===== config.mk =====
export PLATFORM = sky130hd
export DESIGN_NAME = lifo_stack_with_delete_core
export DESIGN_NICKNAME = d
export VERILOG_FILES = /design/src/design/lsd_pkg.sv /design/src/design/lsd_cell.sv /design/src/design/lifo_stack_with_delete_core.sv
export SDC_FILE = /design/constraint.sdc
export NUM_CORES = 2
export LEC_CHECK = 0
export BUFFER_PORTS_ARGS = -buffer_cell sky130_fd_sc_hd__buf_4
export CAP_MARGIN = 10
export CORE_MARGIN = 8
export CORE_UTILIZATION = 35
export DETAILED_ROUTE_END_ITERATION = 10
export PLACE_DENSITY = 0.5
export SYNTH_ARGS = -nofsm -noshare
export SYNTH_HDL_FRONTEND = slang
export SYNTH_SLANG_ARGS = --single-unit

===== constraint.sdc =====
create_clock -name clk_i -period 6.1 [get_ports clk_i]
set_input_delay 0.915 -clock clk_i [delete_from_list [all_inputs] [get_ports clk_i]]
set_output_delay 0.915 -clock clk_i [all_outputs]
set_load 0.05 [all_outputs]

===== src/design/lsd_pkg.sv =====
// lsd_pkg: shared types and constants for the LIFO stack with delete.
// Used by lsd_cell and lifo_stack_with_delete_core. No dependencies.
`default_nettype none

package lsd_pkg;

  localparam int unsigned WORD_W    = 32;
  localparam int unsigned COUNT_W   = 5;   // width of the reported entry count
  localparam int unsigned DEPTH_DEF = 16;

  localparam logic signed [WORD_W-1:0] EMPTY_WORD = '1;  // -1

  typedef enum logic [1:0] {
    OP_PUSH   = 2'd0,
    OP_POP    = 2'd1,
    OP_PEEK   = 2'd2,
    OP_DELETE = 2'd3
  } op_e;

  typedef enum logic [1:0] {
    ST_OK        = 2'd0,
    ST_EMPTY     = 2'd1,
    ST_NOT_FOUND = 2'd2,
    ST_FULL      = 2'd3
  } status_e;

  // Per-cycle command broadcast to every cell
  typedef struct packed {
    logic push;   // shift down, top takes the new word
    logic pop;    // shift up, bottom empties
    logic del;    // cells at or below the first match shift up
  } cell_cmd_t;

endpackage

`default_nettype wire


===== src/design/lsd_cell.sv =====
// lsd_cell: one storage slot of the stack. Holds a word and an occupied bit,
// compares against the search key and passes the match flag downward.
// Depends on lsd_pkg.
`default_nettype none

module lsd_cell (
  input  wire logic                             clk_i,
  input  wire logic                             rst_ni,
  input  wire lsd_pkg::cell_cmd_t               cmd_i,
  input  wire logic signed [lsd_pkg::WORD_W-1:0] key_i,
  // neighbor nearer the top (or the input word for the top cell)
  input  wire logic signed [lsd_pkg::WORD_W-1:0] up_data_i,
  input  wire logic                             up_valid_i,
  // neighbor nearer the bottom
  input  wire logic signed [lsd_pkg::WORD_W-1:0] dn_data_i,
  input  wire logic                             dn_valid_i,
  input  wire logic                             match_i,   // a match sits above
  output logic                                  match_o,
  output logic signed [lsd_pkg::WORD_W-1:0]     data_o,
  output logic                                  valid_o
);

  logic signed [lsd_pkg::WORD_W-1:0] data_q, data_d;
  logic                              valid_q, valid_d;
  logic                              hit;

  assign hit     = valid_q && (data_q == key_i);
  assign match_o = match_i | hit;

  always_comb begin
    data_d  = data_q;
    valid_d = valid_q;
    if (cmd_i.push) begin
      data_d  = up_data_i;
      valid_d = up_valid_i;
    end else if (cmd_i.pop || (cmd_i.del && match_o)) begin
      data_d  = dn_data_i;
      valid_d = dn_valid_i;
    end
  end

  always_ff @(posedge clk_i or negedge rst_ni) begin
    if (!rst_ni) begin
      valid_q <= 1'b0;
    end else begin
      valid_q <= valid_d;
    end
  end

  always_ff @(posedge clk_i) begin
    data_q <= data_d;
  end

  assign data_o  = data_q;
  assign valid_o = valid_q;

endmodule

`default_nettype wire


===== src/design/lifo_stack_with_delete_core.sv =====
// lifo_stack_with_delete_core: top level of the LIFO stack with delete.
// Instantiates a row of lsd_cell slots; uses lsd_pkg.
//
// The stack is a row of DEPTH cells with the top of stack in cell 0. Push
// shifts every cell one place toward the bottom, pop shifts toward the top,
// and delete compares all cells in parallel against the key, then shifts up
// only the cells at and below the first match from the top, closing the gap.
// The result of each accepted request appears in an output register on the
// next cycle, and a new request is taken in the same cycle the previous
// result is taken, so the block sustains one request per cycle when the
// output is not stalled. The critical path is the 32-bit compare in
// a cell plus the one-bit match flag rippling through all DEPTH cells.
// A push to a full stack is dropped with a full status; pop or peek on an
// empty stack returns -1. entry_count reports the count modulo 32.
`default_nettype none

module lifo_stack_with_delete_core #(
  parameter int unsigned DEPTH = lsd_pkg::DEPTH_DEF
) (
  input  wire logic                                 clk_i,
  input  wire logic                                 rst_ni,
  input  wire logic                                 in_valid_i,
  output logic                                      in_stall_o,
  input  wire logic [1:0]                           operation_i,
  input  wire logic signed [lsd_pkg::WORD_W-1:0]    value_i,
  output logic                                      out_valid_o,
  input  wire logic                                 out_stall_i,
  output logic signed [lsd_pkg::WORD_W-1:0]         result_value_o,
  output logic [1:0]                                status_o,
  output logic [lsd_pkg::COUNT_W-1:0]               entry_count_o
);

  localparam int unsigned CW = $clog2(DEPTH + 1);

  logic signed [lsd_pkg::WORD_W-1:0] cell_data [DEPTH];
  logic [DEPTH-1:0]                  cell_valid;
  logic [DEPTH:0]                    cell_match;
  lsd_pkg::cell_cmd_t                cmd;

  logic          accept;
  lsd_pkg::op_e  op;
  logic          empty, full, found;
  logic [CW-1:0] count_q, count_d;

  logic                              out_valid_q, out_valid_d;
  logic signed [lsd_pkg::WORD_W-1:0] result_q, result_d;
  lsd_pkg::status_e                  status_q, status_d;
  logic [lsd_pkg::COUNT_W-1:0]       entry_count_q;

  assign in_stall_o = out_valid_q & out_stall_i;
  assign accept     = in_valid_i & ~in_stall_o;
  assign op         = lsd_pkg::op_e'(operation_i);
  assign empty      = ~cell_valid[0];
  assign full       = cell_valid[DEPTH-1];
  assign found      = cell_match[DEPTH];
  assign cell_match[0] = 1'b0;

  // ---------------------------------------------------------------------------
  // Cell row
  // ---------------------------------------------------------------------------
  for (genvar i = 0; i < DEPTH; i++) begin : g_cell
    logic signed [lsd_pkg::WORD_W-1:0] up_data, dn_data;
    logic                              up_valid, dn_valid;

    if (i == 0) begin : g_top
      assign up_data  = value_i;
      assign up_valid = 1'b1;
    end else begin : g_mid
      assign up_data  = cell_data[i-1];
      assign up_valid = cell_valid[i-1];
    end

    if (i == DEPTH - 1) begin : g_bot
      assign dn_data  = '0;
      assign dn_valid = 1'b0;
    end else begin : g_low
      assign dn_data  = cell_data[i+1];
      assign dn_valid = cell_valid[i+1];
    end

    lsd_cell u_cell (
      .clk_i      (clk_i),
      .rst_ni     (rst_ni),
      .cmd_i      (cmd),
      .key_i      (value_i),
      .up_data_i  (up_data),
      .up_valid_i (up_valid),
      .dn_data_i  (dn_data),
      .dn_valid_i (dn_valid),
      .match_i    (cell_match[i]),
      .match_o    (cell_match[i+1]),
      .data_o     (cell_data[i]),
      .valid_o    (cell_valid[i])
    );
  end

  // ---------------------------------------------------------------------------
  // Request decode
  // ---------------------------------------------------------------------------
  always_comb begin
    cmd      = '0;
    count_d  = count_q;
    result_d = '0;
    status_d = lsd_pkg::ST_OK;
    case (op)
      lsd_pkg::OP_PUSH: begin
        if (full) begin
          status_d = lsd_pkg::ST_FULL;
        end else begin
          cmd.push = accept;
          count_d  = count_q + CW'(1);
        end
      end
      lsd_pkg::OP_POP, lsd_pkg::OP_PEEK: begin
        if (empty) begin
          result_d = lsd_pkg::EMPTY_WORD;
          status_d = lsd_pkg::ST_EMPTY;
        end else begin
          result_d = cell_data[0];
          if (op == lsd_pkg::OP_POP) begin
            cmd.pop = accept;
            count_d = count_q - CW'(1);
          end
        end
      end
      lsd_pkg::OP_DELETE: begin
        cmd.del = accept;
        if (empty) begin
          status_d = lsd_pkg::ST_EMPTY;
        end else if (!found) begin
          status_d = lsd_pkg::ST_NOT_FOUND;
        end else begin
          count_d = count_q - CW'(1);
        end
      end
      default: begin
        status_d = lsd_pkg::ST_OK;
      end
    endcase
  end

  assign out_valid_d = accept | (out_valid_q & out_stall_i);

  always_ff @(posedge clk_i or negedge rst_ni) begin
    if (!rst_ni) begin
      out_valid_q <= 1'b0;
      count_q     <= '0;
    end else begin
      out_valid_q <= out_valid_d;
      if (accept) begin
        count_q <= count_d;
      end
    end
  end

  // result beat registers
  always_ff @(posedge clk_i) begin
    if (accept) begin
      result_q      <= result_d;
      status_q      <= status_d;
      entry_count_q <= lsd_pkg::COUNT_W'(count_d);
    end
  end

  assign out_valid_o    = out_valid_q;
  assign result_value_o = result_q;
  assign status_o       = status_q;
  assign entry_count_o  = entry_count_q;

  // ---------------------------------------------------------------------------
  // Assertions
  // ---------------------------------------------------------------------------
  a_count_matches_cells : assert property (@(posedge clk_i) disable iff (!rst_ni)
    32'(count_q) == 32'($countones(cell_valid)))
    else $error("count disagrees with occupied cells");

  a_cells_packed_to_top : assert property (@(posedge clk_i) disable iff (!rst_ni)
    ((cell_valid + DEPTH'(1)) & cell_valid) == '0)
    else $error("occupied cells are not contiguous from the top");

  a_pop_decrements : assert property (@(posedge clk_i) disable iff (!rst_ni)
    (accept && op == lsd_pkg::OP_POP && !empty) |=> count_q == $past(count_q) - CW'(1))
    else $error("pop did not remove one entry");

  a_empty_reports_zero : assert property (@(posedge clk_i) disable iff (!rst_ni)
    (out_valid_o && status_o == lsd_pkg::ST_EMPTY) |-> entry_count_o == '0)
    else $error("empty status with nonzero count");

endmodule

`default_nettype wire

After elaboration in Yosys (flattened, before gate mapping)
Index checks and enable logic that the tools add are counted.
- bits in registers: 573
- bits in latches: 0
- memory bits (writable): 0
- memory bits (read-only): 0
- input port bits: 38
- output and inout port bits: 41
- word-level logic and storage cells: 225
- memories: 0
- add/sub/neg operators: 2
- multiply operators: 0
- divide/modulo/power cells: 0
- order comparisons: 0
- equal/unequal tests: 19
- shift operators: 0
- muxes and demuxes: 82
- bitwise gates (word level): 19
- reductions and logical operators: 66
- operators with widths (operator ; number):
    $mux 32 ; 33
    $eq 32x32->1 ; 16
    $mux 1 ; 39
    $logic_and 1x1->1 ; 32
    $reduce_bool 2->1 ; 16
    $mux 5 ; 5
    $logic_or 1x1->1 ; 16
    $or 1x1->1 ; 16
    $pmux 5 s3 ; 1
    $mux 2 ; 3
    $pmux 2 s3 ; 1
    $add 5x1->5 const B ; 1
    $sub 5x1->5 const B ; 1
    $eq 2x2->1 const B ; 2
    $and 1x1->1 ; 2
    $eq 2x1->1 const B ; 1
    $logic_not 2->1 ; 1
    $reduce_or 2->1 ; 1
    $not 1->1 ; 1

Longest topological paths before layout
- depth in word-level cells: 21
- mapped depth: 11
- depth with buffers taken out: 9

Modules after synthesis
Synthesis repeated with hierarchy kept, for this count alone.
- cell total of the unflattened synthesis: 2172
- area, all modules: 30845.8 um2
- by module, submodules not included (module ; instances ; cells each ; area each (um2) ; seq. area each (um2)):
    lsd_cell ; 16 ; 123 ; 1784.2 ; 985.9
    lifo_stack_with_delete_core ; 1 ; 204 ; 2298.5 ; 1321.3

Worst setup path before layout
Ideal clock, no wire load.
- kind: input to register
- start: input out_stall_i
- end: register g_cell[11].u_cell.valid_q
- library setup time: 0.131 ns
- data arrival time: 5.415 ns
- data required time: 5.969 ns
- setup slack: 0.554 ns
- stages on the path: 7
- path buffers: 1
- path through: nand2_1 nand2_1 clkbuf_1 inv_1 nand2_1 o21ai_0 mux2_2
- word-level cells in the longest chain between the ends: 8
- elaborated cells on any way between the ends: 13
- those cells by class: 7 x mux; 3 x bitwise; 3 x reduce/logical
- RTL lines (item ; RTL line ; text):
    from (decl) ; lifo_stack_with_delete_core.sv:27 ; input wire logic out_stall_i,
    $and 1x1->1 (*) ; lifo_stack_with_delete_core.sv:50 ; assign in_stall_o = out_valid_q & out_stall_i;
    $not 1->1 (*) ; lifo_stack_with_delete_core.sv:51 ; assign accept = in_valid_i & ~in_stall_o;
    $and 1x1->1 (*) ; lifo_stack_with_delete_core.sv:51 ;
    via accept ; lifo_stack_with_delete_core.sv:40 ; logic accept;
    $mux 1 ; lifo_stack_with_delete_core.sv:120 ; if (op == lsd_pkg::OP_POP) begin
    $mux 1 ; lifo_stack_with_delete_core.sv:115 ; if (empty) begin
    $mux 1 ; lifo_stack_with_delete_core.sv:105 ; case (op)
    $logic_or 1x1->1 ; lsd_cell.sv:36 ; end else if (cmd_i.pop || (cmd_i.del && match_o)) begin
    $reduce_bool 2->1 (no source line) ; n/a ;
    to (signal assigned) ; lsd_cell.sv:46 ; valid_q <= valid_d;
    to (decl) ; lsd_cell.sv:24 ; logic valid_q, valid_d;
The timed path passes the listed nets; every way through them passes the cells marked *.
A chain may end at the register's enable or synchronous reset.

Worst setup path after layout
- start: input value_i[30] (netlist bit)
- end: register g_cell[11].u_cell.data_q (netlist bit g_cell[11].u_cell.data_o[1]) (enable)
- word-level cells in the longest chain between the ends: 16
- elaborated cells on any way between the ends: 38
- those cells by class: 12 x eq/ne; 11 x bitwise; 15 x reduce/logical
- RTL lines (item ; RTL line ; text):
    from (decl) ; lifo_stack_with_delete_core.sv:25 ; input wire logic signed [lsd_pkg::WORD_W-1:0] value_i,
    $eq 32x32->1 ; lsd_cell.sv:27 ; assign hit = valid_q && (data_q == key_i);
    $logic_and 1x1->1 ; lsd_cell.sv:27 ;
    $or 1x1->1 (10 in series) ; lsd_cell.sv:28 ; assign match_o = match_i | hit;
    $or 1x1->1 (*) ; lsd_cell.sv:28 ;
    $logic_and 1x1->1 (*) ; lsd_cell.sv:36 ;
    $logic_or 1x1->1 (*) ; lsd_cell.sv:36 ;
    $reduce_bool 2->1 (no source line) (*) ; n/a ;
    to (signal assigned) ; lsd_cell.sv:51 ; data_q <= data_d;
    to (decl) ; lsd_cell.sv:23 ; logic signed [lsd_pkg::WORD_W-1:0] data_q, data_d;
Mark *: on every way between the ends. The rest lies on a longest branch, timed or not.

==> results.ini <==
[placement]
gp_congestion = 0.876
place.port_buffers = 78
place_inst = 4265
post-dp-hpwl_mm = 77.5

[detailed_routing]
route.met2.wl_mm = 56.0
wl_mm = 114
firstDrtPassIters = 6
viasPerCell = 5.26
via_count = 23094
first_iter_violations = 2743
routed.top_layer = met4
route.detailed.drc = 0
drt-wirelength-per-cell_um = 25.9
wl_met1_mm = 47.2
detail-route-antenna-nets = 0
wl_met3_mm = 6.86

[die]
start_util_pct = 35.1
die_w_um = 313
die_h_um = 313
fp-row-count = 109
coreArea_um2 = 88000
ios = 79
die_area_um2 = 98000

[cells_and_area]
fillers = 8934
layout_commonest_cell = nand2_1
seqCellArea_um2 = 17100
nNetsFinal = 3215
stdcell_count = 4391
multi_input_area_um2 = 12600
drive_gt1_share_pct = 7.50
layout_common_cells = nand2_1, edfxtp_1, xor2_1
syn2layout_area_growth_pct = 11.6
diodes = 0

[cts]
root_buffer = clkbuf_16
clk_latency_ps = 620
clock_path_buffers = 3
cts.sinks = 573
cts_setup_buffers = 0
cts_resized = 0
postCtsHoldBufs = 0
cts_inserted_buffers = 69
tritoncts = done
path_clk_slew_ps = 60
htreeDepth = 3

[global_routing]
grt_pass1_vias = 22909
grt_pass1_wl_mm = 162
grt_overflow_total = 0
grt_usage_pct = 22.4
antenna_found_initial = 0
grt_max_degree = 214

[yosys]
syn_avg_cell_area_um2 = 9.71
synth_area_um2 = 30900
yosysWarnings = 0
synth_cells = 3180
synth-seq-area-share_pct = 55.3
ys_ff_latch = 573
yosys.area.top_type = edfxtp_1
synthDistinctLibCells = 59
synth_nets = 3223
synth_top_area_share_pct = 53.6
synthTopCellsByArea = edfxtp_1, nand2_1, xor2_1, xnor2_1, dfrtp_1

[critical_path]
crit_path_start_kind = input pin
timing.critical_path.from = value_i[30]
cp_common_cell = buf_4
cp_slowest_cell = or3_2
reg2reg_setup_slack_ps = 2470
cp_data_arrival_time_ps = 4130
reg2reg_depth = 9
crit_path_end_kind = flop
r2r-start = g_cell[4].u_cell.data_o[8]$_DFFE_PP_
critPathRequiredTime_ps = 6380
crit_cells = 10
crit_path_max_fanout = 23
slowest_delay_ps = 580
cp.buffers_inverters = 2
crit_type = in -> reg
worstSetupEndpoint = g_cell[11].u_cell.data_o[1]$_DFFE_PP_
timing.rr.end = g_cell[11].u_cell.data_o[1]$_DFFE_PP_
worstPathCellList = buf_4 > xor2_1 > nor4_1 > nand3_1 > or3_2 > o2111ai_4 > or3_4 > nor3b_1 > o21ai_4 > buf_4
crit_family = simple AND/OR/NAND/NOR gates

[power]
p_leak_nw = 13.7
ir_worst_vdd_v = 0.000236
power_density_nw_per_um2 = 321
finalPower_w = 0.0111

[sta]
fin_crit_sh_pct = 63.2
fin_worst_skew_ps = 25.0
drv_slew = 0
min_period_ps = 3860
rsz0062_at_grt = false
hold_violations = 0
worst_pin_slew_ps = 1110
max_slew_margin_pct = 26.0
finalSetupViolCount = 0
setup_tns_ps = 0
max_freq_mhz = 259
holdWs_ps = 224

[hold_path]
hold_path_class = in -> async

[run]
max-cap-violations = 0

[outcome]
status = finished clean

-- per-layer routing --
layer | global-route usage, % | vias up
met5 | 0 | -
met4 | 7.20 | 0
met3 | 2.87 | 193
met2 | 38.4 | 878
met1 | 29.4 | 11544
li1 | - | 10479
-- synthesized netlist by cell type, drive strengths merged --
cell type      instances
nand2               1431
dfrtp                 22
edfxtp               551
nor3b                  3
nor2b                  5
buf                   71
and2                  35
nor4                  87
and4                   1
a21oi                 41
a21o                   1
nand4b                 2
and3                   5
o2111ai                2
nor3                  18
a22oi                  2
or2                    1
a211oi                 2
or3                   12
o41ai                  1
nor2                  20
clkbuf               120
nand4                 50
or2b                   1
o211a                  1
o211ai                 1
o22ai                  4
xnor2                173
nand2b                 3
nor4b                  1
inv                   44
ha                     5
a221o                  1
o21bai                 3
xor2                 346
mux2i                  3
a21boi                 1
o2bb2ai                4
mux2                   3
clkdlybuf4s50          1
clkinv                 1
o21ai                 55
or4                    1
nand3                 33
a31oi                 12
-- through the flow --
stage	utilization [%]	setup WS (ps)	instance area [um2]
detailed placement	36.6	1650	32200
global placement	36.6	1650	32200
finish	39.2	2240	34500
CTS	39.2	2300	34400
floorplan	-	554	30900
global route	39.2	2090	34500
-- how the worst min path moves through the flow --
stage                                                startpoint                               endpoint  slack (ps)  cells after the start
after detailed placement                  out_valid_o$_DFF_PN0_                  out_valid_o$_DFF_PN0_         550                      2
after global placement                    out_valid_o$_DFF_PN0_                  out_valid_o$_DFF_PN0_         540                      2
after global routing                                     rst_ni                 count_q[2]$_DFFE_PN0P_         220                      1
after floorplan           g_cell[11].u_cell.valid_o$_DFFE_PN0P_  g_cell[11].u_cell.valid_o$_DFFE_PN0P_         520                      1
after CTS                                                rst_ni                 count_q[0]$_DFFE_PN0P_         220                      1
final                                                    rst_ni                 count_q[0]$_DFFE_PN0P_         220                      1
-- registers in the layout, summed over array words and instances, names as in the netlist --
name,count
result_value_o,32
out_valid_o,1
g_cell.u_cell.data_o,512
count_q,5
entry_count_o,5
g_cell.u_cell.valid_o,16
status_o,2
-- cell families after synthesis --
| family | Yosys count | share of synthesized area (%) |
|---|---|---|
| AND/OR/NAND/NOR | 1709 | 23.0 |
| flip-flops | 573 | 55.3 |
| XOR/XNOR | 519 | 14.8 |
| buffers and inverters | 237 | 4.07 |
| AO/OA/AOI/OAI | 131 | 2.44 |
| multiplexers | 6 | 0.207 |
| adder cells (fa/ha/maj) | 5 | 0.203 |
-- report_power, final --
part           switching (W)  total, W  internal, W
Clock                0.00172   0.00415      0.00243
Combinational        0.00114   0.00170     0.000558
Sequential          0.000447   0.00522      0.00478
Total                0.00330    0.0111      0.00777
-- area by class of cell --
cell class,instances,share of cell area [%]
Clock buffer,97,5.62
Tap cell,1165,4.23
Clock inverter,28,0.813
Inverter,45,0.490
Sequential cell,573,49.6
Timing Repair Buffer,113,2.61
Multi-Input combinational cell,2370,36.6
Power figures use the tool's default switching activity.
